$ cat src/rtl/rpfc_pkg.sv
`timescale 1ns / 1ps

package rpfc_pkg;

    // Result status codes
    localparam logic [2:0] ST_HUNT     = 3'd0;
    localparam logic [2:0] ST_FIRST    = 3'd1;
    localparam logic [2:0] ST_LOCKED   = 3'd2;
    localparam logic [2:0] ST_STORED   = 3'd3;
    localparam logic [2:0] ST_ABORT    = 3'd4;
    localparam logic [2:0] ST_COMPLETE = 3'd5;
    localparam logic [2:0] ST_BUSY     = 3'd6;
    localparam logic [2:0] ST_RELEASED = 3'd7;

    // Input command codes
    localparam logic CMD_EDGE    = 1'b0;
    localparam logic CMD_RELEASE = 1'b1;

    // Register word indexes (byte address divided by four)
    localparam logic [2:0] REG_SYNC_LOW     = 3'd0;
    localparam logic [2:0] REG_SYNC_HIGH    = 3'd1;
    localparam logic [2:0] REG_WIDTH_LOW    = 3'd2;
    localparam logic [2:0] REG_WIDTH_HIGH   = 3'd3;
    localparam logic [2:0] REG_FRAME_LENGTH = 3'd4;

    // Field widths
    localparam int WIDTH_W = 16;
    localparam int POS_W   = 10;
    localparam int ADDR_W  = 5;
    localparam int DATA_W  = 32;

    // Register reset values
    localparam logic [WIDTH_W-1:0] SYNC_LOW_RST     = 16'd3000;
    localparam logic [WIDTH_W-1:0] SYNC_HIGH_RST    = 16'd14000;
    localparam logic [WIDTH_W-1:0] WIDTH_LOW_RST    = 16'd150;
    localparam logic [WIDTH_W-1:0] WIDTH_HIGH_RST   = 16'd15000;
    localparam logic [POS_W-1:0]   FRAME_LENGTH_RST = 10'd150;

    typedef struct packed {
        logic [WIDTH_W-1:0] sync_low;
        logic [WIDTH_W-1:0] sync_high;
        logic [WIDTH_W-1:0] width_low;
        logic [WIDTH_W-1:0] width_high;
        logic [POS_W-1:0]   frame_length;
    } cfg_t;

    typedef struct packed {
        logic [2:0]         status;
        logic [POS_W-1:0]   index;
        logic [WIDTH_W-1:0] captured_width;
        logic               frame_done;
    } res_t;

endpackage

$ cat src/rtl/rpfc_regs.sv
`timescale 1ns / 1ps

module rpfc_regs
    import rpfc_pkg::*;
(
    input  logic              clk,
    input  logic              rst_n,
    input  logic              psel,
    input  logic              penable,
    input  logic              pwrite,
    input  logic [ADDR_W-1:0] paddr,
    input  logic [DATA_W-1:0] pwdata,
    output logic [DATA_W-1:0] prdata,
    output logic              pready,
    output cfg_t              cfg
);

    cfg_t       cfg_reg;
    logic       wr_en;
    logic [2:0] reg_sel;

    assign pready  = 1'b1;
    assign wr_en   = psel & penable & pwrite;
    assign reg_sel = paddr[ADDR_W-1:2];
    assign cfg     = cfg_reg;

    // Register writes; addresses beyond the list are ignored
    always_ff @(posedge clk or negedge rst_n)
    begin
        if (!rst_n)
        begin
            cfg_reg.sync_low     <= SYNC_LOW_RST;
            cfg_reg.sync_high    <= SYNC_HIGH_RST;
            cfg_reg.width_low    <= WIDTH_LOW_RST;
            cfg_reg.width_high   <= WIDTH_HIGH_RST;
            cfg_reg.frame_length <= FRAME_LENGTH_RST;
        end
        else if (wr_en)
        begin
            case (reg_sel)
                REG_SYNC_LOW:     cfg_reg.sync_low     <= pwdata[WIDTH_W-1:0];
                REG_SYNC_HIGH:    cfg_reg.sync_high    <= pwdata[WIDTH_W-1:0];
                REG_WIDTH_LOW:    cfg_reg.width_low    <= pwdata[WIDTH_W-1:0];
                REG_WIDTH_HIGH:   cfg_reg.width_high   <= pwdata[WIDTH_W-1:0];
                REG_FRAME_LENGTH: cfg_reg.frame_length <= pwdata[POS_W-1:0];
                default:          ;
            endcase
        end
    end

    // Read-back multiplexer
    always_comb
    begin
        case (reg_sel)
            REG_SYNC_LOW:     prdata = {{(DATA_W-WIDTH_W){1'b0}}, cfg_reg.sync_low};
            REG_SYNC_HIGH:    prdata = {{(DATA_W-WIDTH_W){1'b0}}, cfg_reg.sync_high};
            REG_WIDTH_LOW:    prdata = {{(DATA_W-WIDTH_W){1'b0}}, cfg_reg.width_low};
            REG_WIDTH_HIGH:   prdata = {{(DATA_W-WIDTH_W){1'b0}}, cfg_reg.width_high};
            REG_FRAME_LENGTH: prdata = {{(DATA_W-POS_W){1'b0}}, cfg_reg.frame_length};
            default:          prdata = '0;
        endcase
    end

endmodule

$ cat src/rtl/rpfc_core.sv
`timescale 1ns / 1ps

module rpfc_core
    import rpfc_pkg::*;
(
    input  logic               clk,
    input  logic               rst_n,
    input  logic               take,
    input  logic               cmd,
    input  logic [WIDTH_W-1:0] pulse_width,
    input  cfg_t               cfg,
    output res_t               res
);

    logic             hunting_reg;
    logic             hunting_next;
    logic             sync_seen_reg;
    logic             sync_seen_next;
    logic [POS_W-1:0] position_reg;
    logic [POS_W-1:0] position_next;
    logic             done_flag_reg;
    logic             done_flag_next;
    logic             is_sync;
    logic             out_of_range;
    logic [POS_W-1:0] pos_inc;

    assign is_sync      = (pulse_width > cfg.sync_low) && (pulse_width < cfg.sync_high);
    assign out_of_range = (pulse_width < cfg.width_low) || (pulse_width > cfg.width_high);
    assign pos_inc      = position_reg + 1'b1;

    // Next state and the result word for the presented item
    always_comb
    begin
        hunting_next       = hunting_reg;
        sync_seen_next     = sync_seen_reg;
        position_next      = position_reg;
        done_flag_next     = done_flag_reg;
        res.status         = ST_HUNT;
        res.index          = '0;
        res.captured_width = '0;
        if (cmd == CMD_RELEASE)
        begin
            if (done_flag_reg)
            begin
                done_flag_next = 1'b0;
                position_next  = '0;
            end
            res.status = ST_RELEASED;
        end
        else if (done_flag_reg)
        begin
            res.status = ST_BUSY;
        end
        else if (hunting_reg)
        begin
            if (is_sync)
            begin
                if (!sync_seen_reg)
                begin
                    sync_seen_next = 1'b1;
                    res.status     = ST_FIRST;
                end
                else
                begin
                    // Second sync locks the frame and becomes element zero
                    sync_seen_next     = 1'b0;
                    hunting_next       = 1'b0;
                    position_next      = {{(POS_W-1){1'b0}}, 1'b1};
                    res.captured_width = pulse_width;
                    res.status         = ST_LOCKED;
                end
            end
        end
        else
        begin
            res.index          = position_reg;
            res.captured_width = pulse_width;
            if (out_of_range)
            begin
                hunting_next  = 1'b1;
                position_next = '0;
                res.status    = ST_ABORT;
            end
            else
            begin
                position_next = pos_inc;
                if (pos_inc >= cfg.frame_length)
                begin
                    done_flag_next = 1'b1;
                    hunting_next   = 1'b1;
                    res.status     = ST_COMPLETE;
                end
                else
                begin
                    res.status = ST_STORED;
                end
            end
        end
        res.frame_done = done_flag_next;
    end

    // Frame state advances only when a word is taken
    always_ff @(posedge clk or negedge rst_n)
    begin
        if (!rst_n)
        begin
            hunting_reg   <= 1'b1;
            sync_seen_reg <= 1'b0;
            position_reg  <= '0;
            done_flag_reg <= 1'b0;
        end
        else if (take)
        begin
            hunting_reg   <= hunting_next;
            sync_seen_reg <= sync_seen_next;
            position_reg  <= position_next;
            done_flag_reg <= done_flag_next;
        end
    end

    // A finished frame always leaves the block hunting
    assert property (@(posedge clk) disable iff (!rst_n)
        done_flag_reg |-> hunting_reg)
        else $error("frame done while not hunting");

    // The first-sync mark is only kept while hunting
    assert property (@(posedge clk) disable iff (!rst_n)
        !hunting_reg |-> !sync_seen_reg)
        else $error("sync mark held during capture");

    // A completed frame raises the done flag
    assert property (@(posedge clk) disable iff (!rst_n)
        (take && res.status == ST_COMPLETE) |=> done_flag_reg)
        else $error("completion did not set done flag");

    // A locked frame starts storing at position one
    assert property (@(posedge clk) disable iff (!rst_n)
        (take && res.status == ST_LOCKED) |=> (position_reg == 1 && !hunting_reg))
        else $error("lock did not start the frame");

endmodule

$ cat src/rtl/rpfc_out_stage.sv
`timescale 1ns / 1ps

module rpfc_out_stage
    import rpfc_pkg::*;
(
    input  logic clk,
    input  logic rst_n,
    input  logic load,
    input  res_t res_in,
    input  logic out_stall,
    output logic out_valid,
    output logic in_stall,
    output res_t res_out
);

    logic out_valid_reg;
    logic out_valid_next;
    res_t res_reg;

    // The stage takes a new word whenever it is empty or being emptied
    assign in_stall       = out_valid_reg & out_stall;
    assign out_valid_next = load | (out_valid_reg & out_stall);
    assign out_valid      = out_valid_reg;
    assign res_out        = res_reg;

    always_ff @(posedge clk or negedge rst_n)
    begin
        if (!rst_n)
            out_valid_reg <= 1'b0;
        else
            out_valid_reg <= out_valid_next;
    end

    always_ff @(posedge clk)
    begin
        if (load)
            res_reg <= res_in;
    end

    // A word is never loaded over one still waiting
    assert property (@(posedge clk) disable iff (!rst_n)
        (out_valid_reg && out_stall) |-> !load)
        else $error("result overwritten while stalled");

endmodule

$ cat src/rtl/rf_pulse_frame_capture_unit.sv
`timescale 1ns / 1ps

// Radio pulse frame capture.
// Input channel: one word per signal edge (cmd = 0, pulse_width in timer ticks)
// or a release command (cmd = 1), moved on in_valid with in_stall low.
// Output channel: exactly one result word per input word, in order, moved on
// out_valid with out_stall low: status, index, captured_width, frame_done.
// The result of a word is registered and offered in the cycle after it is taken.
// Throughput is one word per cycle when the receiver does not stall; the frame
// state is updated by a few compares and a position increment; the result word
// sits in a single result register. When the receiver stalls, that register
// holds its word and in_stall is raised, so at most one word waits; the word
// is freed in the cycle it is taken and a new input is accepted that same cycle.
// Reset empties the result register and returns the frame logic to hunting
// with no sync seen, position zero and no frame pending; the thresholds and
// frame length return to their defaults. Registers are written over the APB
// port and should only be changed while no word is in flight.

module rf_pulse_frame_capture_unit
    import rpfc_pkg::*;
(
    input  logic               clk,
    input  logic               rst_n,
    input  logic               psel,
    input  logic               penable,
    input  logic               pwrite,
    input  logic [ADDR_W-1:0]  paddr,
    input  logic [DATA_W-1:0]  pwdata,
    output logic [DATA_W-1:0]  prdata,
    output logic               pready,
    input  logic               in_valid,
    output logic               in_stall,
    input  logic               cmd,
    input  logic [WIDTH_W-1:0] pulse_width,
    output logic               out_valid,
    input  logic               out_stall,
    output logic [2:0]         status,
    output logic [POS_W-1:0]   index,
    output logic [WIDTH_W-1:0] captured_width,
    output logic               frame_done
);

    cfg_t cfg;
    res_t res_comb;
    res_t res_held;
    logic take;

    assign take = in_valid & ~in_stall;

    rpfc_regs u_regs (
        .clk     (clk),
        .rst_n   (rst_n),
        .psel    (psel),
        .penable (penable),
        .pwrite  (pwrite),
        .paddr   (paddr),
        .pwdata  (pwdata),
        .prdata  (prdata),
        .pready  (pready),
        .cfg     (cfg)
    );

    rpfc_core u_core (
        .clk         (clk),
        .rst_n       (rst_n),
        .take        (take),
        .cmd         (cmd),
        .pulse_width (pulse_width),
        .cfg         (cfg),
        .res         (res_comb)
    );

    rpfc_out_stage u_out (
        .clk       (clk),
        .rst_n     (rst_n),
        .load      (take),
        .res_in    (res_comb),
        .out_stall (out_stall),
        .out_valid (out_valid),
        .in_stall  (in_stall),
        .res_out   (res_held)
    );

    assign status         = res_held.status;
    assign index          = res_held.index;
    assign captured_width = res_held.captured_width;
    assign frame_done     = res_held.frame_done;

endmodule

$ cat config.mk
export PLATFORM = sky130hd
export DESIGN_NAME = rf_pulse_frame_capture_unit
export DESIGN_NICKNAME = d
export VERILOG_FILES = /design/src/rtl/rpfc_pkg.sv /design/src/rtl/rpfc_regs.sv /design/src/rtl/rpfc_core.sv /design/src/rtl/rpfc_out_stage.sv /design/src/rtl/rf_pulse_frame_capture_unit.sv
export SDC_FILE = /design/constraint.sdc
export NUM_CORES = 1
export LEC_CHECK = 0
export BUFFER_PORTS_ARGS = -buffer_cell sky130_fd_sc_hd__clkbuf_2
export CAP_MARGIN = 40
export CORE_MARGIN = 2
export CORE_UTILIZATION = 28
export CTS_CLUSTER_DIAMETER = 100
export DETAILED_ROUTE_END_ITERATION = 12
export SYNTH_ARGS = -nofsm -noshare
export SYNTH_HDL_FRONTEND = slang
export SYNTH_HIERARCHICAL = 1
export SYNTH_SLANG_ARGS = --single-unit
$ cat constraint.sdc
create_clock -name clk -period 2.6 [get_ports clk]
set_clock_uncertainty 0.15 [all_clocks]
set_input_delay 0.52 -clock clk [delete_from_list [all_inputs] [get_ports clk]]
set_output_delay 0.52 -clock clk [all_outputs]
set_load 0.05 [all_outputs]
=== After elaboration in Yosys (flattened, before gate mapping) ===
Cells that the tools add are included.

* Input bits: 61
* Logic and storage cells: 76
* Flip-flop bits (word level): 118
* Output and inout port bits: 65

* Reductions and logical operators: 13
* Order comparisons: 5
* Multiplexer cells: 26
* Add/subtract/negate cells: 1
* Bitwise gates (word level): 8
* Eq/ne operators: 8

{| class="wikitable"
|+ Operator list
! cell !! count
|-
| $pmux W16 S5 || 1
|-
| $mux W10 || 7
|-
| $mux W16 || 3
|-
| $gt A16 B16 Y1 || 2
|-
| $lt A16 B16 Y1 || 2
|-
| $mux W3 || 4
|-
| $add A10 B1 Y10 const B || 1
|-
| $ge A10 B10 Y1 || 1
|-
| $mux W1 || 10
|-
| $reduce_and A2 Y1 || 5
|-
| $reduce_and A5 Y1 || 2
|-
| $eq A3 B2 Y1 const B || 2
|-
| $ne A3 B3 Y1 const B || 2
|-
| $and A1 B1 Y1 || 4
|-
| $eq A3 B1 Y1 const B || 1
|-
| $eq A3 B3 Y1 const B || 1
|-
| $logic_not A3 Y1 || 1
|-
| $not A1 Y1 || 3
|-
| $reduce_and A3 Y1 || 1
|-
| $reduce_or A3 Y1 || 1
|-
| $mux W2 || 1
|-
| $ne A2 B1 Y1 const B || 1
|-
| $ne A2 B2 Y1 const B || 1
|-
| $reduce_or A2 Y1 || 1
|-
| other kinds (3) || 3
|}

=== Depth between registers and ports, before layout ===
Gate-level depths: netlist of the first run.

* Word-level depth: 7
* Depth in mapped cells: 12
* Mapped depth without buffers: 11

=== Modules after synthesis ===
Netlist of the first run, hierarchy kept.

{| class="wikitable"
|+ Modules (own cells, without submodules)
! module !! seq. area each (µm²) !! cells each !! instances !! area each (µm²)
|-
| rpfc_regs || 1,888.1 || 247 || 1 || 3,557.2
|-
| rpfc_core || 326.6 || 370 || 1 || 2,850.2
|-
| rpfc_out_stage || 925.9 || 33 || 1 || 939.7
|-
| rf_pulse_frame_capture_unit || 0.0 || 1 || 1 || 13.8
|}

=== Worst setup path after synthesis of the first run ===
No wires, ideal clock.

* Path type: input port to output port
* From: input paddr[3]
* To: output prdata[0]
* Required time: 1.930 ns
* Cell stages on the path: 5
* Buffers on the path: 2
* Data arrival time: 2.318 ns
* Path slack: -0.388 ns
* Cell sequence: clkbuf_1 nor2b_1 clkbuf_2 a2bb2oi_1 o21ai_0

* Longest elaborated chain between the ends: 2
* Elaborated cells between the ends (all ways): 6
* Those cells by class: eq/ne (4); mux (1); reduce/logical (1)

{| class="wikitable"
|+ Ends and longest elaborated chain
! what !! RTL line !! text
|-
| start, declared || rf_pulse_frame_capture_unit.sv:27 || <nowiki>input logic [ADDR_W-1:0] paddr,</nowiki>
|-
| $eq A3 B3 Y1 (tied with other cells) || rpfc_regs.sv:54 || <nowiki>case (reg_sel)</nowiki>
|-
| $pmux W16 S5 * || rpfc_regs.sv:54 ||
|-
| end, declared || rf_pulse_frame_capture_unit.sv:29 || <nowiki>output logic [DATA_W-1:0] prdata,</nowiki>
|}

Every way passes the cells marked *; elsewhere a longest branch is shown, timed or not.

=== Final worst setup path of the first run ===
* From: register u_regs.cfg_reg, in the netlist u_regs/cfg[67]
* To: register u_core.position_reg[1]

* Longest elaborated chain between the ends: 4

{| class="wikitable"
|+ Ends and longest elaborated chain
! what !! RTL line !! text
|-
| start, declared || rpfc_regs.sv:18 || <nowiki>cfg_t cfg_reg;</nowiki>
|-
| $gt A16 B16 Y1 || rpfc_core.sv:27 || <nowiki>assign is_sync = (pulse_width > cfg.sync_low) && (pulse_width < cfg.sync_high);</nowiki>
|-
| $logic_and A1 B1 Y1 || rpfc_core.sv:27 ||
|-
| $ne A3 B3 Y1 (no source line) || -- ||
|-
| $reduce_and A5 Y1 (no source line) || -- ||
|-
| end signal, assigned || rpfc_core.sv:116 || <nowiki>position_reg <= position_next;</nowiki>
|-
| end, declared || rpfc_core.sv:19 || <nowiki>logic [POS_W-1:0] position_reg;</nowiki>
|}

No other way between the ends.
A chain may end at the register's enable or synchronous reset.

==> results of run 1 <==
==> layout by cell type, fill, tap and decap left out, types with 16 or more instances in the layout <==
| cell | synthesis | layout |
|---|---|---|
| a21oi_1 | 26 | 21 |
| and2_1 | 28 | 16 |
| buf_4 | 22 | 131 |
| clkbuf_16 | 0 | 19 |
| clkbuf_2 | 1 | 79 |
| conb_1 | 2 | 17 |
| dfrtp_1 | 58 | 56 |
| dfstp_2 | 30 | 30 |
| edfxtp_1 | 30 | 30 |
| ha_1 | 74 | 68 |
| inv_1 | 83 | 82 |
| mux2_2 | 84 | 84 |
| nand2_1 | 16 | 16 |
| nand4_1 | 17 | 17 |
==> layer usage <==
metal  vias to the layer above  GRT usage (%)  share of wire [%]
li1                       2769              -                  -
met1                      2842           20.1                 45
met2                       141           25.8                 49
met3                        31           3.46                4.2
met4                         0           5.44                2.2
met5                         -              0                  0
==> per-stage QoR <==
stage	setup WS, ns	area [um^2]	instances
after floorplan	-0.197	7480	666
after global placement	-0.538	9170	1174
after detailed placement	-0.619	9170	1174
after CTS	-0.448	10100	1224
after global routing	-0.497	10200	1226
final	-0.395	10200	1226
==> timing repair <==
action	4_1_cts	5_1_grt
buffers inserted	16	3
cloned	1	0
endpoints found under the hold margin	6	0
pin swaps	29	13
hold buffers	1	0
resized for setup	40	26
endpoints found under the setup margin	33	33
==> layout make-up <==
cell class | count | area (um^2)
multi-input combinational | 428 | 4070
timing repair buffer | 229 | 1700
clock buffer | 20 | 489
clock inverter | 12 | 111
tap | 335 | 419
sequential | 118 | 3140
inverter | 84 | 315
fill | 2468 | 15700
==> worst register-to-register path, cell delays in order, from the launching register on <==
cell and delay [ns]:
dfstp_2 0.53, inv_1 0.06, ha_4 0.27, nand4_1 0.12
or2_4 0.28, a211o_1 0.26, a311oi_4 0.33, nand3_2 0.16
buf_6 0.16, a31oi_4 0.24, mux2_4 0.33
==> worst paths after layout <==
check | startpoint | end
max | u_regs/cfg[67] | u_core/position_reg[1]
max in group asynchronous | rst_n | u_regs/cfg[23]
max reg2reg | u_regs/cfg[67] | u_core/position_reg[1]
min reg2reg | u_out/out_valid | u_out/out_valid
min in group asynchronous | rst_n | u_regs/cfg[48]
min | out_stall | u_out/out_valid
==> report_power, final <==
group	leakage, nW	internal [mW]	switching [mW]
combinational	3.02	1.27	1.40
clock	0.282	1.46	0.906
sequential	1.36	2.30	0.243
total	4.66	5.03	2.55
==> cell families after synthesis <==
logic type,after synthesis
other cells,2
fa+ha+maj,74
simple gates,124
xor+xnor,9
compound gates,108
flops,118
buf+inv,120
mux,96
==> flow_summary.json, run 1 <==
{
  "outcome": "complete, but fails checks",
  "violations": "setup timing",
  "grt_overflow": 0,
  "synth_compound_area_share_pct": 10.4,
  "fin_setup_tns_ns": -9.09,
  "yosys.area_share.adder_pct": 12.6,
  "crit_chain": "inv_1 > ha_4 > nand4_1 > or2_4 > a211o_1 > a311oi_4 > nand3_2 > buf_6 > a31oi_4 > mux2_4",
  "grt_pass1_wl_mm": 33.3,
  "cts.clk_slew.worst_paths_ns": 0.06,
  "cts_buffers": 17,
  "seq_area_frac_synth_pct": 42.7,
  "powerDensity_mw_per_mm2": 740,
  "ys_warn_count": 6,
  "die_y_um": 166,
  "placeableCoreArea_mm2": 0.0259,
  "vias": 5783,
  "slew_headroom_pct": 67.2,
  "clockBufferDepth": 2,
  "ys_top_cells_by_area": "dfrtp_1 (20%), mux2_2 (13%), ha_1 (13%), edfxtp_1 (12%), dfstp_2 (11%)",
  "worst_pin_slew_ns": 0.480,
  "grt_max_degree": 52,
  "nets": 1013,
  "die_area_mm2": 0.0276,
  "insertedDiodeCount": 0,
  "setup_viol": 33,
  "synth-simple-area-share_pct": 9.91,
  "drt_first_iter_violations": 416,
  "worst_path_dominant_cell_family": "compound AO/OA/AOI/OAI gates",
  "drc": 0,
  "wl_mm": 21.3,
  "cts_root_buf": "clkbuf_16",
  "hold_path_depth": 2,
  "grt_pass1_vias": 6056,
  "synth.avg_cell_area_um2": 11.3,
  "fp-row-count": 59,
  "reg2reg_depth": 10,
  "cp-end-kind": "flop",
  "path_buf_inv": 2,
  "maxCapViolCount": 0,
  "cp_max_fo": 4,
  "vias_per_cell": 4.72,
  "dp_hpwl_mm": 16.1,
  "area_growth_pct": 39.2,
  "ir_drop_v": 0.000486,
  "holdWs_ns": 0.167,
  "slowest_stage": "dfstp_2",
  "pin_count": 126,
  "rrSetupSlack_ns": -0.40,
  "hp-class": "primary input to flop",
  "slowest_delay_ns": 0.53,
  "start_util_pct": 28.4,
  "wire_per_inst_um": 17.4,
  "critPathRequiredTime_ns": 2.75,
  "die_w_um": 166,
  "hold_viol_final": 0,
  "globalplace.congestion": 0.864,
  "clock-sinks": 118,
  "fmax_mhz": 334,
  "yosys.area_share.xor_xnor_pct": 1.07,
  "largest_reg_flops": 74,
  "clock_latency_ns": 0.42,
  "grt_usage_pct": 15.6,
  "slew_violations": 0,
  "period_minus_slack_ns": 3.00,
  "crit_type": "flop to flop",
  "yosys.area.top_type_share_pct": 19.7,
  "layout_setup_ws_ns": -0.395,
  "finalCritPeriodShare_pct": 115,
  "ant_nets": 0,
  "rsz0062_at_grt": "yes",
  "yosysMostFrequentCell": "mux2_2",
  "dr.pass1.iters": 4,
  "synth_top_family_by_area": "multiplexers",
  "ys_types": 62,
  "muxShareOfSynthArea_pct": 15.6,
  "synth_top_flop_cell": "dfrtp_1",
  "cts_tree": "done",
  "numPortBuffers": 90,
  "layout-drive-gt1-share_pct": 50.1,
  "synth_edf_count": 30,
  "synth_common_cells": "mux2_2 (84), inv_1 (83), ha_1 (74), dfrtp_1 (58)",
  "critPathLaunchType": "flop",
  "async_flop_share_pct": 74.6,
  "power.total_mw": 7.58,
  "syn_inst": 651,
  "cts-htree-levels": 4,
  "ys_ff_latch": 118,
  "path_depth": 10,
  "final_util_pct": 39.5,
  "p_leak_nw": 4.66,
  "synth_top_area_cell": "dfrtp_1",
  "antenna_found_initial": 0,
  "synth_area_mm2": 0.00736,
  "cp.arrival_ns": 3.14
}
Note: power is estimated with default switching activity, not from simulation.
==> run 2: changes to the inputs <==
--- a/config.mk
+++ b/config.mk
@@ -7,7 +7,6 @@
 export LEC_CHECK = 0
 export BUFFER_PORTS_ARGS = -buffer_cell sky130_fd_sc_hd__clkbuf_2
 export CAP_MARGIN = 40
-export CORE_MARGIN = 2
 export CORE_UTILIZATION = 28
 export CTS_CLUSTER_DIAMETER = 100
 export DETAILED_ROUTE_END_ITERATION = 12
==> constraint.sdc (replaced) <==
create_clock -name clk -period 3.2 [get_ports clk]
set_clock_uncertainty 0.15 [all_clocks]
set_input_delay 0.64 -clock clk [delete_from_list [all_inputs] [get_ports clk]]
set_output_delay 0.64 -clock clk [all_outputs]
set_load 0.05 [all_outputs]
==> flow_summary.json, run 2 (synthesis gave the netlist of run 1 again) <==
{
  "outcome": "complete, no violations",
  "worst_pin_slew_ns": 0.893,
  "layout-drive-gt1-share_pct": 38.5,
  "cts_tree": "done",
  "slowest_stage": "dfstp_2",
  "pin_count": 126,
  "placeableCoreArea_mm2": 0.0255,
  "grt_usage_pct": 15.1,
  "dr.pass1.iters": 4,
  "largest_reg_flops": 74,
  "die_w_um": 164,
  "p_comb_share_pct": 29.8,
  "switching_share_pct": 32.2,
  "clock-sinks": 118,
  "clock_latency_ns": 0.43,
  "period_minus_slack_ns": 3.17,
  "numPortBuffers": 90,
  "slew_headroom_pct": 40.0,
  "cp_max_fo": 4,
  "dp_hpwl_mm": 14.7,
  "crit_type": "flop to flop",
  "cts-htree-levels": 4,
  "maxCapViolCount": 0,
  "cts_buffers": 17,
  "wire_per_inst_um": 17.1,
  "p_seq_share_pct": 35.6,
  "grt_pass1_vias": 5510,
  "slowest_delay_ns": 0.52,
  "p_switching_mw": 1.88,
  "slew_violations": 0,
  "pwr-share-clk_pct": 34.6,
  "die_area_mm2": 0.0269,
  "critPathRequiredTime_ns": 3.36,
  "worst_path_dominant_cell_family": "compound AO/OA/AOI/OAI gates",
  "crit_chain": "inv_1 > ha_4 > nand4_1 > or2_4 > a211o_1 > a311oi_4 > nand3_2 > a31oi_4 > buf_4 > mux2_4",
  "path_buf_inv": 2,
  "hold_viol_final": 0,
  "antenna_found_initial": 2,
  "stdcell_area_mm2": 0.00931,
  "cp-end-kind": "flop",
  "ant_nets": 0,
  "clockBufferDepth": 2,
  "cp.arrival_ns": 3.33,
  "p_leak_nw": 4.17,
  "fp-row-count": 58,
  "grt_max_degree": 51,
  "setup_viol": 0,
  "finalCritPeriodShare_pct": 99.1,
  "globalplace.congestion": 0.856,
  "place_area_mm2": 0.00862,
  "area_growth_pct": 26.5,
  "layout_common_cells": "mux2_2 (84), inv_1 (83), clkbuf_2 (79)",
  "grt_pass1_wl_mm": 30.2,
  "grt_overflow": 0,
  "vias": 5390,
  "p_int_mw": 3.95,
  "drt_first_iter_violations": 220,
  "ir_drop_v": 0.000363,
  "cts.clk_slew.worst_paths_ns": 0.06,
  "holdWs_ns": 0.0570,
  "n_fill_cell": 2494,
  "layout_commonest_cell": "mux2_2",
  "vias_per_cell": 4.73,
  "hp-class": "primary input to asynchronous set/reset pin",
  "die_y_um": 164,
  "powerDensity_mw_per_mm2": 626,
  "fmax_mhz": 315,
  "start_util_pct": 28.9,
  "power.total_mw": 5.83,
  "drc": 0,
  "critPathLaunchType": "flop",
  "nets": 930,
  "cts_root_buf": "clkbuf_16",
  "rrSetupSlack_ns": 0.03,
  "wl_mm": 19.5
}
run 2: cell types whose count changed in the layout (fill, tap and decap cells not counted), sizes merged:
cell	delta
buf	-82
bufinv	+2
clkbuf	+4
clkinv	+2
clkinvlp	-4
diode	+1
dlygate4sd3	-1
inv	-4
run 2: stage by stage:
step,setup WS (ns),TNS (ns),cells,util (%)
finish,0.0302,0,1139,36.5
global route,-0.0338,-0.107,1138,36.5
CTS,0.00593,0,1135,36.3
floorplan,0.105,0,666,-
detailed placement,-0.259,-4.75,1103,33.8
global placement,-0.170,-3.64,1103,33.8
run 2: cell type report:
class	instances	area (um^2)	area share, %
multi-input cells	428	3750	40.3
flip-flops and latches	118	3140	33.7
repair buffers	146	1060	11.4
clock buffers	24	504	5.42
well taps	330	413	4.44
inverters	84	315	3.39
clock inverters	8	118	1.26
diodes	1	2.50	0.0269
run 2: power groups by stage:
stage / registers (mW) / logic (mW) / clock network (mW)
after detailed placement: 2.10 / 1.71 / 0
after CTS: 2.08 / 1.73 / 2.05
after global placement: 2.09 / 1.67 / 0
after floorplan: 2.16 / 1.03 / 0
final: 2.08 / 1.74 / 2.02
after global routing: 2.11 / 1.91 / 2.13
run 2: layer usage:
| metal | track usage (%) | vias up | wire (um) | part of all wire, % |
|---|---|---|---|---|
| met1 | 19.1 | 2632 | 8730 | 45 |
| met4 | 5.98 | 2 | 352 | 1.8 |
| met3 | 3.36 | 25 | 928 | 4.8 |
| met5 | 0 | - | 11 | 0.056 |
| li1 | - | 2604 | - | - |
| met2 | 24.9 | 127 | 9480 | 49 |
run 2: worst paths after layout:
kind,endpoint,cells after the start,startpoint
max,u_core/position_reg[9],10,u_regs/cfg[69]
min,u_regs/cfg[37],1,rst_n
max reg2reg,u_core/position_reg[9],10,u_regs/cfg[69]
min reg2reg,u_out/out_valid,1,u_out/out_valid
max in group asynchronous,u_regs/cfg[13],2,rst_n
min in group clk,u_out/out_valid,2,out_stall
run 2: timing repair:
action,4_1_cts,5_1_grt
gates resized for setup,1,5
hold buffers,0,0
buffers inserted,0,3
endpoints found under the setup margin,22,24
pin swaps,1,5
==> run 3: changes to the inputs <==
--- a/config.mk
+++ b/config.mk
@@ -5,11 +5,12 @@
 export SDC_FILE = /design/constraint.sdc
 export NUM_CORES = 1
 export LEC_CHECK = 0
-export BUFFER_PORTS_ARGS = -buffer_cell sky130_fd_sc_hd__clkbuf_2
+export ABC_AREA = 1
 export CAP_MARGIN = 40
 export CORE_UTILIZATION = 28
 export CTS_CLUSTER_DIAMETER = 100
 export DETAILED_ROUTE_END_ITERATION = 12
+export DONT_BUFFER_PORTS = 1
 export SYNTH_ARGS = -nofsm -noshare
 export SYNTH_HDL_FRONTEND = slang
 export SYNTH_HIERARCHICAL = 1
==> flow_summary.json, run 3 <==
{
  "outcome": "complete, no violations",
  "seq_area_frac_synth_pct": 41.0,
  "clock-sinks": 118,
  "grt_usage_pct": 15.1,
  "wl_mm": 20.4,
  "fin_cells": 1328,
  "period_minus_slack_ns": 2.83,
  "critPathRequiredTime_ns": 3.21,
  "syn_inst": 967,
  "cp-end-kind": "flop",
  "yosysMostFrequentCell": "nand2_1",
  "pin_count": 126,
  "powerDensity_mw_per_mm2": 640,
  "antenna_found_initial": 0,
  "die_area_mm2": 0.0280,
  "p_leak_nw": 4.16,
  "fp-row-count": 60,
  "clock_latency_ns": 0.42,
  "grt_pass1_wl_mm": 32.2,
  "maxCapViolCount": 0,
  "pwr-share-clk_pct": 35.4,
  "placeableCoreArea_mm2": 0.0269,
  "ant_nets": 0,
  "ir_drop_v": 0.000359,
  "layout_common_cells": "nand2_1 (246), inv_1 (160), ha_1 (74)",
  "die_w_um": 167,
  "post_cts_buffers": 0,
  "layout-drive-gt1-share_pct": 12.0,
  "nets": 1109,
  "critPathLaunchType": "flop",
  "dpl.cell_count": 1294,
  "synth_area_mm2": 0.00767,
  "numPortBuffers": 0,
  "drt_first_iter_violations": 496,
  "cts-htree-levels": 4,
  "area_growth_pct": 12.4,
  "vias_per_cell": 4.60,
  "fmax_mhz": 353,
  "slew_violations": 0,
  "stdcell_area_mm2": 0.00862,
  "layout_commonest_cell": "nand2_1",
  "largest_reg_flops": 74,
  "p_comb_share_pct": 24.4,
  "insertedDiodeCount": 0,
  "synth_top_flop_cell": "dfrtp_1",
  "dp_hpwl_mm": 15.0,
  "p_seq_share_pct": 40.2,
  "ys_types": 37,
  "synth_edf_count": 30,
  "globalplace.congestion": 0.827,
  "hold_viol_final": 0,
  "p_switching_mw": 1.99,
  "ys_top_cells_by_area": "dfrtp_1 (19%), ha_1 (12%), nand2_1 (12%), edfxtp_1 (12%), dfstp_2 (10%)",
  "power.total_mw": 5.52,
  "final_util_pct": 32.1,
  "die_y_um": 167,
  "hp-class": "primary input to flop",
  "dr.pass1.iters": 5,
  "drc": 0,
  "worst_pin_slew_ns": 0.747,
  "vias": 6111,
  "cts_tree": "done",
  "ys_warn_count": 6,
  "clockBufferDepth": 2,
  "synth_common_cells": "nand2_1 (246), inv_1 (160), ha_1 (74), nor2_1 (71), dfrtp_1 (58)",
  "grt_pass1_vias": 5807,
  "place_area_mm2": 0.00797,
  "cp_max_fo": 6,
  "crit_type": "flop to flop",
  "cp.arrival_ns": 2.84,
  "start_util_pct": 28.5,
  "rsz0062_at_grt": "no",
  "async_flop_share_pct": 74.6,
  "grt_max_degree": 89,
  "setup_viol": 0,
  "finalCritPeriodShare_pct": 88.4,
  "synth.avg_cell_area_um2": 7.93,
  "synth_top_area_cell": "dfrtp_1",
  "ys_ff_latch": 118,
  "cts.clk_slew.worst_paths_ns": 0.06,
  "cts_buffers": 17,
  "switching_share_pct": 36.0,
  "yosys.area.top_type_share_pct": 18.9,
  "grt_overflow": 0,
  "wire_per_inst_um": 15.4,
  "slew_headroom_pct": 50.0,
  "fin_setup_tns_ns": 0,
  "cts_root_buf": "clkbuf_16",
  "p_int_mw": 3.53
}
==> run 3: logic make-up after synthesis <==
logic type / Yosys count / synth area share, %
compound gates: 146 / 10.5
xor+xnor: 8 / 0.914
fa+ha+maj: 74 / 12.1
buf+inv: 213 / 12.4
flops: 118 / 41.0
other cells: 2 / 0.0980
simple gates: 406 / 23.0
==> run 3: power groups by stage <==
stage | logic (mW) | clock network (mW) | registers (mW)
6_report | 1.35 | 1.96 | 2.22
5_1_grt | 1.55 | 2.06 | 2.25
4_1_cts | 1.35 | 2.01 | 2.21
3_5_place_dp | 1.32 | 0 | 2.24
3_3_place_gp | 1.29 | 0 | 2.24
2_1_floorplan | 1.07 | 0 | 2.17
==> run 3: per-layer routing <==
metal  up-vias  global-route usage [%]  share of wire (%)
met5         -                       0                  0
met4         0                    3.87               0.98
met3        11                    4.51                7.4
met2       190                    23.8                 45
met1      2813                    20.0                 47
li1       3097                       -                  -
==> run 3: repair_timing <==
| item | CTS | global route |
|---|---|---|
| hold endpoints to repair | 88 | 0 |
| gates resized for setup | 0 | 2 |
| setup endpoints to repair | 0 | 3 |
| hold buffers | 2 | 0 |
==> run 3: final timing paths <==
check	start	to	slack, ns	cells past startpoint
setup / recovery	u_core/position_reg[0]	u_out/res_out[28]	0.37	17
max in group asynchronous	rst_n	u_regs/cfg[49]	1.83	2
min in group asynchronous	rst_n	u_regs/cfg[24]	0.63	2
hold reg to reg	u_regs/cfg[54]	u_regs/cfg[54]	0.33	2
hold / removal	pwdata[4]	u_regs/cfg[14]	0.16	2
setup reg to reg	u_core/position_reg[0]	u_out/res_out[28]	0.37	17
==> run 3: metrics by stage <==
| step | worst slack (ns) | hold slack (ns) |
|---|---|---|
| 3_3_place_gp | 0.317 | 0.200 |
| 5_1_grt | 0.00651 | 0.168 |
| 3_5_place_dp | 0.305 | 0.199 |
| 6_report | 0.371 | 0.159 |
| 4_1_cts | 0.287 | 0.137 |
| 2_1_floorplan | 0.263 | 0.194 |
==> run 3: critical path: stages (launching register included) <==
cell and delay, ns:
dfrtp_2 0.42, ha_1 0.20, nand2_1 0.06, nor2_1 0.16, nand2_1 0.12, nor3_2 0.15, xor2_1 0.17, inv_1 0.08
ha_1 0.29, nand4_1 0.10, nor2_1 0.11, o21ai_0 0.09, nand3b_1 0.13, inv_1 0.05, nand3_1 0.07, nand2_1 0.08
nand2_1 0.08, nand2_1 0.06
==> run 3: cell type report <==
| class | count | area [um^2] |
|---|---|---|
| Sequential cell | 118 | 3140 |
| Tap cell | 341 | 427 |
| Clock buffer | 19 | 464 |
| Timing Repair Buffer | 20 | 173 |
| Inverter | 166 | 628 |
| Clock inverter | 13 | 144 |
| Fill cell | 2816 | 18300 |
| Multi-Input combinational cell | 651 | 3640 |
